<file path="src/rtl/glyph_coverage_blend_macros.svh">
// ----------------------------------------------------------------------------
// Glyph coverage blend assertion macros
// Shared concurrent assertion wrappers; defining ASSERT_OFF leaves them empty.
// ----------------------------------------------------------------------------
`ifndef GLYPH_COVERAGE_BLEND_MACROS_SVH
`define GLYPH_COVERAGE_BLEND_MACROS_SVH

`ifndef ASSERT_OFF

// Checked on every rising edge outside reset.
`define GCB_ASSERT(label, prop, msg) \
    label: assert property (@(posedge clk) disable iff (!rst_n) (prop)) else $error(msg);

// Checked on every rising edge, reset included.
`define GCB_ASSERT_ALWAYS(label, prop, msg) \
    label: assert property (@(posedge clk) (prop)) else $error(msg);

`else

`define GCB_ASSERT(label, prop, msg)
`define GCB_ASSERT_ALWAYS(label, prop, msg)

`endif

`endif

</file>
<file path="src/rtl/gcb_pkg.sv">
// ----------------------------------------------------------------------------
// Glyph coverage blend package
// Register codes, coverage formats, draw modes and the channel mix function.
// ----------------------------------------------------------------------------
`timescale 1ns / 1ps

package gcb_pkg;

    localparam int CHAN_W    = 8;
    localparam int RATE_W    = CHAN_W + 1;
    localparam int CFG_IDX_W = 3;
    localparam int S_DATA_W  = 48;
    localparam int M_DATA_W  = 32;

    // Rate that means full coverage
    localparam logic [RATE_W-1:0] RATE_FULL = 9'd256;

    // Highest gray level of each gray format
    localparam logic [CHAN_W-1:0] MAX_GRAY5  = 8'd4;
    localparam logic [CHAN_W-1:0] MAX_GRAY17 = 8'd16;
    localparam logic [CHAN_W-1:0] MAX_GRAY65 = 8'd64;

    localparam logic [CFG_IDX_W-1:0] REG_COVERAGE_FORMAT = 3'd0;
    localparam logic [CFG_IDX_W-1:0] REG_DRAW_MODE       = 3'd1;
    localparam logic [CFG_IDX_W-1:0] REG_TEXT_RED        = 3'd2;
    localparam logic [CFG_IDX_W-1:0] REG_TEXT_GREEN      = 3'd3;
    localparam logic [CFG_IDX_W-1:0] REG_TEXT_BLUE       = 3'd4;

    typedef enum logic [1:0] {
        FMT_MONO   = 2'd0,
        FMT_GRAY5  = 2'd1,
        FMT_GRAY17 = 2'd2,
        FMT_GRAY65 = 2'd3
    } fmt_t;

    typedef enum logic [1:0] {
        MODE_COLOR  = 2'd0,
        MODE_PREMUL = 2'd1,
        MODE_ALPHA  = 2'd2,
        MODE_GRAY   = 2'd3
    } mode_t;

    // (d * (256 - rate) >> 8) + (s * rate >> 8); the sum never exceeds 255
    function automatic logic [CHAN_W-1:0] mix(
        input logic [CHAN_W-1:0] d,
        input logic [CHAN_W-1:0] s,
        input logic [RATE_W-1:0] rate
    );
        logic [RATE_W-1:0]          inv;
        logic [CHAN_W+RATE_W-1:0]   pd;
        logic [CHAN_W+RATE_W-1:0]   ps;
        logic [RATE_W:0]            sum;
        inv = RATE_FULL - rate;
        pd  = {{RATE_W{1'b0}}, d} * {{CHAN_W{1'b0}}, inv};
        ps  = {{RATE_W{1'b0}}, s} * {{CHAN_W{1'b0}}, rate};
        sum = {1'b0, pd[CHAN_W+RATE_W-1:CHAN_W]} + {1'b0, ps[CHAN_W+RATE_W-1:CHAN_W]};
        return sum[CHAN_W-1:0];
    endfunction

endpackage

</file>
<file path="src/rtl/glyph_coverage_blend.sv">
// ----------------------------------------------------------------------------
// Glyph coverage blend
// Blends a text color into an RGBA pixel stream by per-pixel glyph coverage.
// ----------------------------------------------------------------------------
//  channel   direction  handshake             payload
//  s_*       in         s_tvalid / s_tready   sample, bit select, dest RGBA
//  m_*       out        m_tvalid / m_tready   blended RGBA
//  cfg_*     in         cfg_valid / cfg_ready register index, 8-bit data
//
//  One pixel per clock sustained while m_tready stays high; the path runs from the input
//  register to the result register, with the coverage decode and four channel mixes between them.
//  Reset clears both valid flags and the config registers to mode 0, format 0, black.
//  A stalled result holds in the output register while one more pixel waits in
//  the input register; cfg_ready is always high.
// ----------------------------------------------------------------------------
`timescale 1ns / 1ps

`include "glyph_coverage_blend_macros.svh"

module glyph_coverage_blend (
    input  logic                              clk,
    input  logic                              rst_n,

    input  logic                              s_tvalid,
    output logic                              s_tready,
    // [7:0] glyph_sample, [10:8] bit_select, [18:11] dest_red,
    // [26:19] dest_green, [34:27] dest_blue, [42:35] dest_alpha, [47:43] zero
    input  logic [gcb_pkg::S_DATA_W-1:0]      s_tdata,

    output logic                              m_tvalid,
    input  logic                              m_tready,
    // [7:0] out_red, [15:8] out_green, [23:16] out_blue, [31:24] out_alpha
    output logic [gcb_pkg::M_DATA_W-1:0]      m_tdata,

    input  logic                              cfg_valid,
    output logic                              cfg_ready,
    input  logic [gcb_pkg::CFG_IDX_W-1:0]     cfg_index,
    input  logic [gcb_pkg::CHAN_W-1:0]        cfg_data
);

    gcb_pkg::fmt_t                  coverage_format_reg;
    gcb_pkg::mode_t                 draw_mode_reg;
    logic [gcb_pkg::CHAN_W-1:0]     text_red_reg;
    logic [gcb_pkg::CHAN_W-1:0]     text_green_reg;
    logic [gcb_pkg::CHAN_W-1:0]     text_blue_reg;

    logic                           s1_valid_reg;
    logic [gcb_pkg::CHAN_W-1:0]     s1_sample_reg;
    logic [2:0]                     s1_sel_reg;
    logic [gcb_pkg::CHAN_W-1:0]     s1_red_reg;
    logic [gcb_pkg::CHAN_W-1:0]     s1_green_reg;
    logic [gcb_pkg::CHAN_W-1:0]     s1_blue_reg;
    logic [gcb_pkg::CHAN_W-1:0]     s1_alpha_reg;

    logic                           out_valid_reg;
    logic [gcb_pkg::M_DATA_W-1:0]   out_data_reg;
    logic [gcb_pkg::M_DATA_W-1:0]   out_data_next;

    logic                           s1_advance;
    logic [2:0]                     bit_pos;
    logic                           mono_bit;
    logic [6:0]                     lvl;
    logic [gcb_pkg::RATE_W-1:0]     rate;
    logic [gcb_pkg::RATE_W-1:0]     gray_full;
    logic [gcb_pkg::CHAN_W-1:0]     gray;
    logic [gcb_pkg::CHAN_W-1:0]     mix_red;
    logic [gcb_pkg::CHAN_W-1:0]     mix_green;
    logic [gcb_pkg::CHAN_W-1:0]     mix_blue;
    logic [gcb_pkg::CHAN_W-1:0]     mix_alpha;
    logic [gcb_pkg::CHAN_W-1:0]     res_red;
    logic [gcb_pkg::CHAN_W-1:0]     res_green;
    logic [gcb_pkg::CHAN_W-1:0]     res_blue;
    logic [gcb_pkg::CHAN_W-1:0]     res_alpha;

    assign cfg_ready  = 1'b1;
    assign s1_advance = !out_valid_reg || m_tready;
    assign s_tready   = !s1_valid_reg || s1_advance;
    assign m_tvalid   = out_valid_reg;
    assign m_tdata    = out_data_reg;

    always_ff @(posedge clk or negedge rst_n)
    begin
        if (!rst_n)
        begin
            coverage_format_reg <= gcb_pkg::FMT_MONO;
            draw_mode_reg       <= gcb_pkg::MODE_COLOR;
            text_red_reg        <= '0;
            text_green_reg      <= '0;
            text_blue_reg       <= '0;
        end
        else if (cfg_valid && cfg_ready)
        begin
            unique case (cfg_index)
                gcb_pkg::REG_COVERAGE_FORMAT:
                    coverage_format_reg <= gcb_pkg::fmt_t'(cfg_data[1:0]);
                gcb_pkg::REG_DRAW_MODE:
                    draw_mode_reg <= gcb_pkg::mode_t'(cfg_data[1:0]);
                gcb_pkg::REG_TEXT_RED:   text_red_reg   <= cfg_data;
                gcb_pkg::REG_TEXT_GREEN: text_green_reg <= cfg_data;
                gcb_pkg::REG_TEXT_BLUE:  text_blue_reg  <= cfg_data;
                default: ;
            endcase
        end
    end

    // Input register
    always_ff @(posedge clk or negedge rst_n)
    begin
        if (!rst_n)
        begin
            s1_valid_reg <= 1'b0;
        end
        else if (s_tready)
        begin
            s1_valid_reg <= s_tvalid;
        end
    end

    always_ff @(posedge clk)
    begin
        if (s_tvalid && s_tready)
        begin
            s1_sample_reg <= s_tdata[7:0];
            s1_sel_reg    <= s_tdata[10:8];
            s1_red_reg    <= s_tdata[18:11];
            s1_green_reg  <= s_tdata[26:19];
            s1_blue_reg   <= s_tdata[34:27];
            s1_alpha_reg  <= s_tdata[42:35];
        end
    end

    // Coverage decode
    always_comb
    begin
        bit_pos   = 3'd7 - s1_sel_reg;
        mono_bit  = s1_sample_reg[bit_pos];
        lvl       = '0;
        rate      = '0;
        gray_full = '0;
        unique case (coverage_format_reg)
            gcb_pkg::FMT_MONO:
            begin
                rate      = mono_bit ? gcb_pkg::RATE_FULL : '0;
                gray_full = mono_bit ? 9'd255 : 9'd0;
            end
            gcb_pkg::FMT_GRAY5:
            begin
                lvl       = (s1_sample_reg > gcb_pkg::MAX_GRAY5)
                            ? gcb_pkg::MAX_GRAY5[6:0] : s1_sample_reg[6:0];
                rate      = {lvl[2:0], 6'd0};
                gray_full = rate - 9'(lvl >> 2);
            end
            gcb_pkg::FMT_GRAY17:
            begin
                lvl       = (s1_sample_reg > gcb_pkg::MAX_GRAY17)
                            ? gcb_pkg::MAX_GRAY17[6:0] : s1_sample_reg[6:0];
                rate      = {lvl[4:0], 4'd0};
                gray_full = rate - 9'(lvl >> 4);
            end
            gcb_pkg::FMT_GRAY65:
            begin
                lvl       = (s1_sample_reg > gcb_pkg::MAX_GRAY65)
                            ? gcb_pkg::MAX_GRAY65[6:0] : s1_sample_reg[6:0];
                rate      = {lvl, 2'd0};
                gray_full = rate - 9'(lvl >> 6);
            end
            default: ;
        endcase
        gray = gray_full[gcb_pkg::CHAN_W-1:0];
    end

    assign mix_red   = gcb_pkg::mix(s1_red_reg, text_red_reg, rate);
    assign mix_green = gcb_pkg::mix(s1_green_reg, text_green_reg, rate);
    assign mix_blue  = gcb_pkg::mix(s1_blue_reg, text_blue_reg, rate);
    assign mix_alpha = gcb_pkg::mix(s1_alpha_reg, 8'hFF, rate);

    // Mode select
    always_comb
    begin
        res_red   = s1_red_reg;
        res_green = s1_green_reg;
        res_blue  = s1_blue_reg;
        res_alpha = s1_alpha_reg;
        unique case (draw_mode_reg)
            gcb_pkg::MODE_COLOR:
            begin
                res_red   = mix_red;
                res_green = mix_green;
                res_blue  = mix_blue;
            end
            gcb_pkg::MODE_PREMUL:
            begin
                res_red   = mix_red;
                res_green = mix_green;
                res_blue  = mix_blue;
                res_alpha = mix_alpha;
            end
            gcb_pkg::MODE_ALPHA:
            begin
                res_alpha = mix_alpha;
            end
            gcb_pkg::MODE_GRAY:
            begin
                res_alpha = gray;
            end
            default: ;
        endcase
        out_data_next = {res_alpha, res_blue, res_green, res_red};
    end

    // Result register
    always_ff @(posedge clk or negedge rst_n)
    begin
        if (!rst_n)
        begin
            out_valid_reg <= 1'b0;
        end
        else if (s1_advance)
        begin
            out_valid_reg <= s1_valid_reg;
        end
    end

    always_ff @(posedge clk)
    begin
        if (s1_advance && s1_valid_reg)
        begin
            out_data_reg <= out_data_next;
        end
    end

    `GCB_ASSERT(a_accept_fills_stage, (s_tvalid && s_tready) |=> s1_valid_reg, "accepted pixel lost before the blend stage")
    `GCB_ASSERT(a_full_blocks_input, (s1_valid_reg && m_tvalid && !m_tready) |-> !s_tready, "input taken while both stages are full and stalled")
    `GCB_ASSERT_ALWAYS(a_reset_empties, !rst_n |=> (!m_tvalid && !s1_valid_reg), "pipeline not empty after reset")

endmodule

</file>
<file path="config.mk">
export PLATFORM = sky130hd
export DESIGN_NAME = glyph_coverage_blend
export DESIGN_NICKNAME = d
export VERILOG_FILES = /design/src/rtl/gcb_pkg.sv /design/src/rtl/glyph_coverage_blend.sv
export VERILOG_INCLUDE_DIRS = /design/src /design/src/rtl
export SDC_FILE = /design/constraint.sdc
export NUM_CORES = 1
export LEC_CHECK = 0
export BUFFER_PORTS_ARGS = -buffer_cell sky130_fd_sc_hd__clkbuf_2
export CAP_MARGIN = 10
export CORE_MARGIN = 2
export CORE_UTILIZATION = 65
export CTS_CLUSTER_DIAMETER = 50
export DETAILED_ROUTE_END_ITERATION = 8
export GPL_ROUTABILITY_DRIVEN = 0
export PLACE_DENSITY = 0.88
export REMOVE_ABC_BUFFERS = 1
export SETUP_SLACK_MARGIN = 0.4
export SYNTH_ARGS = -nofsm -noshare
export SYNTH_HDL_FRONTEND = slang
export SYNTH_SLANG_ARGS = --single-unit
</file>
<file path="constraint.sdc">
create_clock -name clk -period 16.8 [get_ports clk]
set_input_delay 1.68 -clock clk [delete_from_list [all_inputs] [get_ports clk]]
set_output_delay 1.68 -clock clk [all_outputs]
set_load 0.05 [all_outputs]
</file>
======== After elaboration in Yosys (flattened, before gate mapping) ========
Cells that the tools add are included.
cells by class
  add/sub/neg operators ................... 9
  multipliers ............................. 8
  $lt $le $gt $ge ......................... 4
  equality and inequality tests ........... 10
  mux-type cells .......................... 13
  reduce and logical (&&, ||, !) cells .... 16
operator list
  cell                                                           count
  multiplier 8 x 9 -> 16 bit                                     7
  case mux 9 bit (4 select lines)                                1
  adder 8 bit                                                    4
  2-to-1 mux 8 bit                                               4
  case mux 8 bit (4 select lines)                                1
  2-to-1 mux 7 bit                                               3
  multiplier 8 x 9 -> 16 bit, first input constant               1
  case mux 8 bit (2 select lines)                                1
  AND reduction 2 bit                                            5
  2-to-1 mux 9 bit                                               1
  subtractor 9 bit, first input constant                         1
  equality test 2 bit, second input constant                     4
  greater-than comparator 8 x 3 -> 1 bit, second input constant  1
  greater-than comparator 8 x 5 -> 1 bit, second input constant  1
  greater-than comparator 8 x 7 -> 1 bit, second input constant  1
  subtractor 8 x 1 -> 8 bit                                      1
  subtractor 8 x 3 -> 8 bit                                      1
  subtractor 8 x 5 -> 8 bit                                      1
  equality test 3 x 2 -> 1 bit, second input constant            2
  equality test 2 x 1 -> 1 bit, second input constant            2
  logical NOT 2 bit                                              2
  < comparator 3 x 4 -> 1 bit, second input constant             1
  OR reduction 2 bit                                             2
  binary-select mux 1 bit (select 3 bit)                         1
  other kinds (8)                                                11
word-level totals
  register bits ........................... 105
  input bits .............................. 64
  output and inout port bits .............. 35
  logic and storage cells ................. 74

======== Depth between registers and ports, before layout ========
Gate-level depths: netlist (run 1).
  depth after elaboration ................. 9
  mapped depth ............................ 39
  depth with buffers taken out ............ 35

======== Worst setup path before layout (run 1) ========
Ideal clock, no wire load.
  path type ............................... reg2reg
  start ................................... register s1_sample_reg[3] (netlist bit)
  end ..................................... register out_data_reg (netlist bit m_tdata[15]), data pin
  setup time .............................. 0.270 ns
  arrival ................................. 8.386 ns
  data required time ...................... 16.530 ns
  slack ................................... 8.144 ns
  stages on the path, launching flop included .. 35
  buffers on the path ..................... 4
  clock period less this slack ............ 8.656 ns
  cell sequence ........................... edfxtp_1 or4_4 a211oi_2 nand2_1 nor2_1 o21ai_0 nand2_1 clkbuf_1 inv_1 ha_1 and3_1 clkbuf_1 xor2_1 clkbuf_1 clkbuf_1 nand2_1 fa_1 inv_1 fa_1 fa_1 inv_1 fa_1 inv_1 ha_1 nand3_1 o31ai_1 o21a_1 nor2_1 xnor2_1 ha_1 o41ai_1 xnor3_1 xnor2_1 xnor2_1 a21oi_1
on the way
  word-level cells in the longest chain between the ends .. 8
  elaborated cells on any way between the ends .. 15
  those cells by class .................... 2 x add/sub; 2 x mul; 3 x order compare; 8 x mux
ends and longest elaborated chain
  item                                                                            RTL line                     text
  from (decl)                                                                     glyph_coverage_blend.sv:48   logic [gcb_pkg::CHAN_W-1:0] s1_sample_reg;
  from (signal assigned)                                                          glyph_coverage_blend.sv:123  s1_sample_reg <= s_tdata[7:0];
  branches (longest 3 deep; another with greater-than comparator 8 x 7 -> 1 bit)  -
  case mux 9 bit (4 select lines) (*)                                             glyph_coverage_blend.sv:140  unique case (coverage_format_reg)
  subtractor 9 bit                                                                gcb_pkg.sv:53                inv = RATE_FULL - rate;
  multiplier 8 x 9 -> 16 bit                                                      gcb_pkg.sv:54                pd = {{RATE_W{1'b0}}, d} * {{CHAN_W{1'b0}}, inv};
  adder 8 bit (*)                                                                 gcb_pkg.sv:56                sum = {1'b0, pd[CHAN_W+RATE_W-1:CHAN_W]} + {1'b0, ps[CHAN_W+RATE_W-1:CHAN_W]};
  2-to-1 mux 8 bit (*)                                                            glyph_coverage_blend.sv:184  unique case (draw_mode_reg)
  named net res_green (one bit)                                                   glyph_coverage_blend.sv:71   logic [gcb_pkg::CHAN_W-1:0] res_green;
  to (signal assigned)                                                            glyph_coverage_blend.sv:228  out_data_reg <= out_data_next;
  to (decl)                                                                       glyph_coverage_blend.sv:56   logic [gcb_pkg::M_DATA_W-1:0] out_data_reg;
Mark *: on every way through the listed nets, which the timed path passes. The select of a mux whose other input is x is not followed.
A chain may end at the register's enable or synchronous reset.

======== Worst setup path after layout (run 1) ========
  start ................................... register s1_sample_reg[2] (netlist bit)
  end ..................................... register out_data_reg (netlist bit m_tdata[15]), data pin
Same word-level chain as after synthesis.

==> results of run 1 <==
## routing by layer
| layer | vias to the layer above | track usage [%] | wire [um] |
|---|---|---|---|
| met2 | 634 | 52.8 | 21800 |
| li1 | 6513 | - | - |
| met4 | 0 | 14.4 | 1850 |
| met5 | - | 0 | 0 |
| met3 | 125 | 4.13 | 2930 |
| met1 | 7030 | 37.6 | 17100 |
## Yosys cell counts, drive strengths merged, types with 33 or more instances
| library cell | count | area [sq um] |
|---|---|---|
| a21oi | 59 | 295 |
| and2 | 238 | 1490 |
| clkbuf | 43 | 161 |
| edfxtp | 75 | 2250 |
| fa | 224 | 4480 |
| ha | 279 | 3490 |
| inv | 384 | 1440 |
| nand2 | 202 | 758 |
| nor2 | 101 | 382 |
| o21ai | 35 | 179 |
| xnor2 | 68 | 596 |
| xor2 | 33 | 289 |
## metrics by stage
step                      util [%]  hold WS, ns  instances  cell area [sq um]
after global routing          70.6        0.521       2470              19700
after floorplan                  -        0.449       1968              18300
after detailed placement      69.5        0.486       2454              19400
after global placement        69.5        0.466       2454              19400
after CTS                     70.6        0.495       2470              19700
final                         70.6        0.492       2470              19700
## path summary, 6_finish.rpt
check,cells past startpoint,slack (ns),end
worst max-delay path,35,6.99,m_tdata[15]$_DFFE_PP_
worst min-delay path,1,0.49,m_tvalid$_DFFE_PN0P_
worst max register to register,35,6.99,m_tdata[15]$_DFFE_PP_
worst min register to register,1,0.49,m_tvalid$_DFFE_PN0P_
max in group asynchronous,1,14.97,draw_mode_reg[0]$_DFFE_PN0P_
min in group asynchronous,1,1.35,s1_valid_reg$_DFFE_PN0N_
## cell type report
cell class | count | area share [%]
sequential | 105 | 15.2
clock inverter | 6 | 0.298
clock buffer | 10 | 1.27
tap | 378 | 2.40
inverter | 384 | 7.30
multi-input combinational | 1479 | 70.6
timing repair buffer | 108 | 2.94
## kinds of logic (layout without fill, tap and decap cells)
group,count (synthesis),count (layout)
mux,30,30
fa+ha+maj,503,503
other cells,1,4
flops,105,105
compound gates,171,171
simple gates,664,664
buf+inv,441,508
xor+xnor,107,107
## worst register-to-register path: cells and delay by family (launching register included)
kind                       cells  cell delay [ns]
AOI/OAI and AO/OA              8             1.50
and+or+nand+nor               10             2.03
xor gates and xnor gates       4             1.42
buffers and inverters          6             1.09
adders and majority gates      7             2.92
DFF                            1             0.56
## where the power goes
group | leakage (nW) | internal [mW] | total (mW) | switching (mW)
clock network | 0.153 | 0.113 | 0.229 | 0.116
logic | 9.01 | 0.585 | 1.42 | 0.832
registers | 1.08 | 0.357 | 0.420 | 0.0628
total | 10.2 | 1.06 | 2.07 | 1.01
==> key figures, run 1 <==
Worst hold path
  – Min-delay src: s1_valid_reg$_DFFE_PN0N_
  – Hold Crit Class: flop to flop

Clock network
  – Skew-Pair Late Insertion Delay: 0.39 ns
  – Clock Tree Root: clkbuf_16
  – Post-CTS setup buffers: 0
  – H-tree Lvls: 3
  – Worst-path clk slew: 0.08 ns
  – CTS max path bufs: 2
  – CTS buffer count: 9
  – CTS tree: yes
  – Hold Buf Count CTS: 0
  – Clock Sinks: 105
  – Post-cts resize count: 0

Die
  – I/O Pins: 99
  – Starting Density: 66.3%
  – Die X: 173 um
  – Die Y: 173 um
  – Core ar.: 27900 sq um
  – Num rows: 61
  – Die footprint: 29900 sq um

STA
  – Final TNS setup: 0 ns
  – Slack of the critical path: 6.99 ns
  – FMAX: 102 MHz
  – Fin crit share: 58.4%
  – Slew Limit Fails: 0
  – Worst-margin pin slew: 1.02 ns
  – RSZ-0062 raised after global routing: no
  – Setup Skew: 0.0127 ns
  – Final Hold Vio Count: 0
  – Max-slew headroom: 31.9%
  – Setup Viol. Count Final: 0
  – Post-layout minimum cycle time: 9.81 ns

Synth
  – XOR/XNOR share of the synthesized area: 5.50%
  – Number of synthesized flops with an enable pin: 75
  – Mux share of post-synthesis cell area: 1.94%
  – Synthesized flop and latch total: 105
  – Cell area after synthesis: 18500 sq um
  – Main synth FF type: edfxtp_1
  – Seq/Total Area, Yosys: 16.2%
  – Yosys warning total: 0
  – Mean Syn Cell Area: 9.17 sq um
  – Post-Syn Instances: 2022
  – Asr flop ratio synth: 28.6%
  – Simple-Gate Fraction of Synth Area: 18.3%
  – Adder-cell share of the synthesized area: 43.0%
  – Post-synthesis compound-gate area fraction: 6.02%
  – Largest family of logic cells by synthesized area: adder cells
  – Synth unique cells: 66

Power and ir drop
  – PD cells: 105 nW/um^2
  – P_leak: 10.2 nW
  – Final Power: 2.07 mW
  – Peak supply drop: 0.0000841 V

Drt
  – DRT iter0 DRCs: 1133
  – DRT Pass-1 Iters: 6
  – DRC viols: 0
  – Via count: 14300
  – Via density: 5.79
  – Detail Route Antenna Nets: 0
  – Total wire length: 43700 um
  – Wirelength per Cell: 17.7 um

Worst setup path
  – Critical path required time: 16.88 ns
  – Reg-to-Reg Start: s1_sample_reg[2]$_DFFE_PP_
  – CP Capture Type: flop
  – CP Launch Point: s1_sample_reg[2]$_DFFE_PP_
  – Delay-heaviest family, CP: adder cells
  – Max FO, Critical Path: 29
  – Critical setup path kind: flop to flop
  – CP max-delay cell: or4_4
  – Crit path buf inv count: 6
  – Critical Path Source Type: flop
  – Crit-path max cell delay: 0.61 ns
  – Data arrival, critical path: 9.89 ns

Placement
  – Final HPWL DP: 33300 um
  – Setup WS pre-CTS: 7.17 ns
  – IO buf count: 92

Final layout
  – FF/Latch Area: 3000 sq um
  – Post-layout nets: 2654
  – Most frequent cells in the layout: 383 x inv_1, 279 x ha_1, 236 x and2_1
  – Area Growth Syn to Fin: 6.48%
  – Max FFs per register: 32
  – Area of the multi-input gates: 13900 sq um
  – Layout cell share with drive strength beyond 1: 8.84%
  – Antenna diodes: 0
  – Filler instances: 1958
  – Most common cell after layout, fill and taps aside: inv_1

GRT
  – Gr ovfl total: 0
  – GRT Util Overall: 30.4%
  – Vias in the first global route: 15300
  – Initial antenna violation count: 0
  – First-pass GRT wire length: 72800 um
  – Largest net degree at the start of global routing: 46

Run
  – Max Cap Viol: 0

Status
  – Outcome: finished, final reports clean
No activity file was read; power rests on OpenSTA's default activity.
==> run 2: changes to the inputs <==
Clock period 16.8 ns to 10.1 ns, I/O delays scaled along.
==> run 2 against run 1 <==
- critical path depth shrank 1
- core utilization is essentially flat
- final area is essentially flat
- combinational power grew 68%
- via count grew 0.13%
- register-to-register slack lost 6.0 ns
- global-route usage grew 0.72 points
- worst setup slack lost 6.0 ns
- critical endpoint is now m_tdata[7]$_DFFE_PP_
- largest power group unchanged
==> key figures, run 2 (synthesized netlist as in run 1, its figures left out) <==
Drt
  – Detail Route Antenna Nets: 0 (unchanged)
  – DRT iter0 DRCs: 1255 (was 1133)
  – Total wire length: 44700 um (was 43700 um)
  – Via count: 14300 (about the same)
  – DRC viols: 0 (unchanged)
  – Via density: 5.79 (about the same)
  – Wirelength per Cell: 18.1 um (was 17.7 um)
  – DRT Pass-1 Iters: 7 (was 6)

Die
  – I/O Pins: 99 (unchanged)
  – Die Y: 173 um (unchanged)
  – Starting Density: 66.3% (unchanged)
  – Die X: 173 um (unchanged)
  – Num rows: 61 (unchanged)
  – Core ar.: 27900 sq um (unchanged)
  – Die footprint: 29900 sq um (unchanged)

Worst setup path
  – Critical path required time: 10.19 ns (was 16.88 ns)
  – CP max-delay cell: fa_1 (was or4_4)
  – Critical Path Most Common Cell: fa_1
  – Critical setup path kind: flop to flop (unchanged)
  – Max FO, Critical Path: 16 (was 29)
  – CP Capture Type: flop (unchanged)
  – Critical Path Source Type: flop (unchanged)
  – Crit-path max cell delay: 0.55 ns (was 0.61 ns)
  – Data arrival, critical path: 9.16 ns (was 9.89 ns)

STA
  – RSZ-0062 raised after global routing: no (unchanged)
  – Setup Viol. Count Final: 0 (unchanged)
  – Fin crit share: 89.8% (was 58.4%)
  – Final TNS setup: 0 ns (unchanged)
  – Post-layout minimum cycle time: 9.07 ns (was 9.81 ns)
  – Slew Limit Fails: 0 (unchanged)
  – Max-slew headroom: 23.6% (was 31.9%)
  – Worst-margin pin slew: 1.15 ns (was 1.02 ns)
  – Hold Slack: 0.490 ns (was 0.492 ns)
  – FMAX: 110 MHz (was 102 MHz)
  – Final Hold Vio Count: 0 (unchanged)
  – Setup Skew: 0.0131 ns (was 0.0127 ns)

Clock network
  – H-tree Lvls: 3 (unchanged)
  – CTS max path bufs: 2 (unchanged)
  – Post-cts resize count: 0 (unchanged)
  – Clock Sinks: 105 (unchanged)
  – Clock Tree Root: clkbuf_16 (unchanged)
  – Worst-path clk slew: 0.08 ns (about the same)
  – CTS tree: yes (unchanged)
  – CTS buffer count: 9 (unchanged)
  – Skew-Pair Late Insertion Delay: 0.38 ns (was 0.39 ns)
  – Hold Buf Count CTS: 0 (unchanged)
  – Post-CTS setup buffers: 0 (unchanged)

Run
  – Max Cap Viol: 0 (unchanged)

Power and ir drop
  – PD cells: 175 nW/um^2 (was 105 nW/um^2)
  – Final Power: 3.46 mW (was 2.07 mW)
  – P_leak: 10.2 nW (about the same)
  – Peak supply drop: 0.000117 V (was 0.0000841 V)

GRT
  – Largest net degree at the start of global routing: 46 (unchanged)
  – Initial antenna violation count: 0 (unchanged)
  – First-pass GRT wire length: 74900 um (was 72800 um)
  – Gr ovfl total: 0 (unchanged)
  – GRT Util Overall: 31.1% (was 30.4%)
  – Vias in the first global route: 15600 (was 15300)

Placement
  – IO buf count: 92 (unchanged)
  – Final HPWL DP: 33600 um (was 33300 um)

Final layout
  – Post-layout nets: 2657 (was 2654)
  – Most frequent cells in the layout: 383 x inv_1, 279 x ha_1, 236 x and2_1 (unchanged)
  – Most common cell after layout, fill and taps aside: inv_1 (unchanged)
  – Area Growth Syn to Fin: 6.47% (was 6.48%)
  – Max FFs per register: 32 (unchanged)
  – Antenna diodes: 0 (unchanged)
  – Layout cell share with drive strength beyond 1: 8.93% (was 8.84%)

Status
  – Outcome: finished, final reports clean (unchanged)

Worst hold path
  – Hold Crit Class: flop to flop (unchanged)
-- run 2: cell types whose count changed in the layout (fill, tap and decap cells not counted) --
cell	delta
xor2_2	+1
clkbuf_16	-1
buf_4	+1
clkbuf_2	+1
inv_6	+2
clkinv_8	-1
xor2_4	-1
clkinv_4	-1
clkbuf_1	+1
inv_8	+1
buf_12	+1
clkinv_2	-1
-- run 2: per-layer routing --
metal	track usage, %	wire, um	part of all wire, %	vias up
met5	0	0	0	-
met4	14.4	2110	4.7	0
met3	4.22	3240	7.3	147
met2	53.4	21700	49	618
met1	39.2	17600	39	7042
li1	-	-	-	6514
-- run 2: final timing paths --
path | slack [ns] | depth (start not counted) | startpoint | to
hold reg to reg | 0.49 | 1 | s1_valid_reg$_DFFE_PN0N_ | m_tvalid$_DFFE_PN0P_
min in group asynchronous | 0.68 | 1 | rst_n | text_red_reg[0]$_DFFE_PN0P_
setup / recovery | 1.03 | 34 | s1_sample_reg[6]$_DFFE_PP_ | m_tdata[7]$_DFFE_PP_
max in group asynchronous | 8.92 | 1 | rst_n | text_red_reg[5]$_DFFE_PN0P_
setup reg to reg | 1.03 | 34 | s1_sample_reg[6]$_DFFE_PP_ | m_tdata[7]$_DFFE_PP_
hold / removal | 0.49 | 1 | s1_valid_reg$_DFFE_PN0N_ | m_tvalid$_DFFE_PN0P_
-- run 2: layout make-up --
class | instances | area [sq um]
multi-input combinational | 1479 | 13900
fill | 1993 | 8200
sequential | 105 | 3000
inverter | 384 | 1440
timing repair buffer | 111 | 613
tap | 378 | 473
clock buffer | 10 | 229
clock inverter | 6 | 57.6
-- run 2: critical path: cells and delay by family, from the launching register on --
kind / cells / cell delay (ns)
AO/OA/AOI/OAI: 7 / 1.52
XOR/XNOR: 4 / 1.19
adder cells (fa/ha/maj): 7 / 2.78
buffers and inverters: 4 / 0.74
flip-flops: 1 / 0.48
AND/OR/NAND/NOR: 12 / 2.06
-- run 2: stage by stage --
| stage | setup slack [ns] | cells | cell area, sq um | util (%) |
|---|---|---|---|---|
| 5_1_grt | 0.624 | 2473 | 19700 | 70.6 |
| 2_1_floorplan | 0.428 | 1968 | 18300 | - |
| 6_report | 1.03 | 2473 | 19700 | 70.6 |
| 4_1_cts | 1.27 | 2472 | 19700 | 70.6 |
| 3_3_place_gp | 1.59 | 2456 | 19400 | 69.6 |
| 3_5_place_dp | 1.40 | 2456 | 19400 | 69.6 |
-- run 2: power by group --
group	switching (mW)	internal [mW]	leakage [nW]
logic	1.41	0.977	9.02
clock network	0.194	0.175	0.142
registers	0.109	0.595	1.08
==> run 3: changes to the inputs <==
Settings changed: CORE_ASPECT_RATIO from default to 0.75, CORE_MARGIN 2 to 8.
==> run 3 against run 2 <==
- clock skew is 0.0049 ns higher
- count of clock-buffer cells in the layout stayed put
- maximum frequency is 2.5% lower
- worst hold slack better by 0.015 ns
- wire length is 1.5% higher
- sequential share of layout area hardly changed
- worst setup slack worse by 0.23 ns
==> key figures, run 3 (synthesized netlist as in run 1, its figures left out) <==
Final layout
  – Design area: 19800 sq um (was 19700 sq um)
  – Most common cell after layout, fill and taps aside: inv_1 (unchanged)
  – Area Growth Syn to Fin: 6.60% (was 6.47%)
  – Non-filler cells, final: 2481 (was 2473)
  – Post-layout nets: 2658 (was 2657)
  – Max FFs per register: 32 (unchanged)
  – Layout cell share with drive strength beyond 1: 9.02% (was 8.93%)
  – Most frequent cells in the layout: 383 x inv_1, 279 x ha_1, 236 x and2_1 (unchanged)
  – Final Core Density: 70.4% (was 70.6%)
  – Antenna diodes: 0 (unchanged)

Power and ir drop
  – Sw Pwr: 1.74 mW (was 1.71 mW)
  – Clock power frac: 11.0% (was 10.7%)
  – Combinational Power Share: 69.0% (about the same)
  – P_leak: 10.3 nW (was 10.2 nW)
  – PD cells: 177 nW/um^2 (was 175 nW/um^2)
  – Int Pwr: 1.76 mW (was 1.75 mW)
  – Seq pwr share: 20.0% (was 20.3%)
  – Switching Share: 49.7% (was 49.5%)
  – Peak supply drop: 0.000248 V (was 0.000117 V)
  – Final Power: 3.51 mW (was 3.46 mW)

Worst setup path
  – Critical path required time: 10.21 ns (was 10.19 ns)
  – CP Capture Type: flop (unchanged)
  – Max FO, Critical Path: 15 (was 16)
  – Data arrival, critical path: 9.41 ns (was 9.16 ns)
  – Crit-path max cell delay: 0.57 ns (was 0.55 ns)
  – CP max-delay cell: xor2_2 (was fa_1)
  – Critical Path Source Type: flop (unchanged)
  – Critical setup path kind: flop to flop (unchanged)

Clock network
  – Clock Tree Root: clkbuf_16 (unchanged)
  – Post-cts resize count: 0 (unchanged)
  – CTS buffer count: 9 (unchanged)
  – Post-CTS setup buffers: 0 (unchanged)
  – CTS max path bufs: 2 (unchanged)
  – CTS tree: yes (unchanged)
  – Hold Buf Count CTS: 0 (unchanged)
  – Skew-Pair Late Insertion Delay: 0.40 ns (was 0.38 ns)
  – H-tree Lvls: 3 (unchanged)
  – Clock Sinks: 105 (unchanged)
  – Worst-path clk slew: 0.09 ns (was 0.08 ns)

GRT
  – GRT Util Overall: 27.4% (was 31.1%)
  – First-pass GRT wire length: 75300 um (was 74900 um)
  – Gr ovfl total: 0 (unchanged)
  – Vias in the first global route: 15700 (was 15600)
  – Initial antenna violation count: 0 (unchanged)
  – Largest net degree at the start of global routing: 46 (unchanged)

Placement
  – IO buf count: 92 (unchanged)
  – Cell Count Post-Placement: 2465 (was 2456)
  – Area after DPL: 19500 sq um (was 19400 sq um)
  – Final HPWL DP: 35400 um (was 33600 um)
  – Setup WS pre-CTS: 1.12 ns (was 1.40 ns)

Die
  – Num rows: 53 (was 61)
  – Core ar.: 28100 sq um (was 27900 sq um)
  – Die X: 211 um (was 173 um)
  – Die Y: 162 um (was 173 um)
  – I/O Pins: 99 (unchanged)
  – Starting Density: 66.1% (was 66.3%)
  – Die footprint: 34200 sq um (was 29900 sq um)

Worst hold path
  – Hold Crit Class: flop to flop (unchanged)

STA
  – Worst-margin pin slew: 1.21 ns (was 1.15 ns)
  – Slew Limit Fails: 0 (unchanged)
  – Fin crit share: 92.1% (was 89.8%)
  – Final Hold Vio Count: 0 (unchanged)
  – Setup Skew: 0.0180 ns (was 0.0131 ns)
  – FMAX: 107 MHz (was 110 MHz)
  – Hold Slack: 0.505 ns (was 0.490 ns)
  – Slack of the critical path: 0.796 ns (was 1.03 ns)
  – Final TNS setup: 0 ns (unchanged)
  – Max-slew headroom: 19.5% (was 23.6%)
  – RSZ-0062 raised after global routing: no (unchanged)
  – Post-layout minimum cycle time: 9.30 ns (was 9.07 ns)
  – Setup Viol. Count Final: 0 (unchanged)

Drt
  – Via count: 14400 (was 14300)
  – DRT iter0 DRCs: 959 (was 1255)
  – DRC viols: 0 (unchanged)
  – Via density: 5.82 (was 5.79)
  – Wirelength per Cell: 18.3 um (was 18.1 um)
  – DRT Pass-1 Iters: 6 (was 7)
  – Detail Route Antenna Nets: 0 (unchanged)
  – Total wire length: 45300 um (was 44700 um)

Run
  – Max Cap Viol: 0 (unchanged)

Status
  – Outcome: finished, final reports clean (unchanged)
run 3: final timing paths:
check,from,endpoint,slack (ns),cells past startpoint
setup / recovery,s1_sample_reg[7]$_DFFE_PP_,m_tdata[15]$_DFFE_PP_,0.80,34
hold / removal,s1_valid_reg$_DFFE_PN0N_,m_tvalid$_DFFE_PN0P_,0.51,1
min in group asynchronous,rst_n,text_green_reg[0]$_DFFE_PN0P_,0.68,1
hold reg to reg,s1_valid_reg$_DFFE_PN0N_,m_tvalid$_DFFE_PN0P_,0.51,1
setup reg to reg,s1_sample_reg[7]$_DFFE_PP_,m_tdata[15]$_DFFE_PP_,0.80,34
max in group asynchronous,rst_n,text_blue_reg[6]$_DFFE_PN0P_,8.94,1
run 3: cell type report:
cell class                 count  area (sq um)
timing repair buffer         112           611
multi-input combinational   1479         13900
fill                        2044          8290
clock buffer                  10           250
inverter                     384          1440
sequential                   105          3000
tap                          385           482
clock inverter                 6          52.6
run 3: power groups by stage:
stage                     logic (mW)  clock network, mW  registers [mW]
final                           2.42              0.386           0.702
after global placement          2.23                  0           0.700
after floorplan                 1.61                  0           0.857
after global routing            2.67              0.401           0.712
after detailed placement        2.37                  0           0.706
after CTS                       2.40              0.387           0.698
run 3: routing by layer:
metal	global-route usage, %	vias to the layer above	routed length [um]
li1	-	6540	-
met1	31.5	7103	17400
met2	47.8	621	22100
met3	6.05	182	3590
met4	14.1	0	2200
met5	0	-	0
run 3: critical path: cells and delay by family (launching register included):
kind                       cells  cell delay (ns)
AOI/OAI and AO/OA              8             1.58
xor gates and xnor gates       4             1.43
DFF                            1             0.52
and+or+nand+nor               10             1.99
adders and majority gates      7             2.96
buffers and inverters          5             0.54
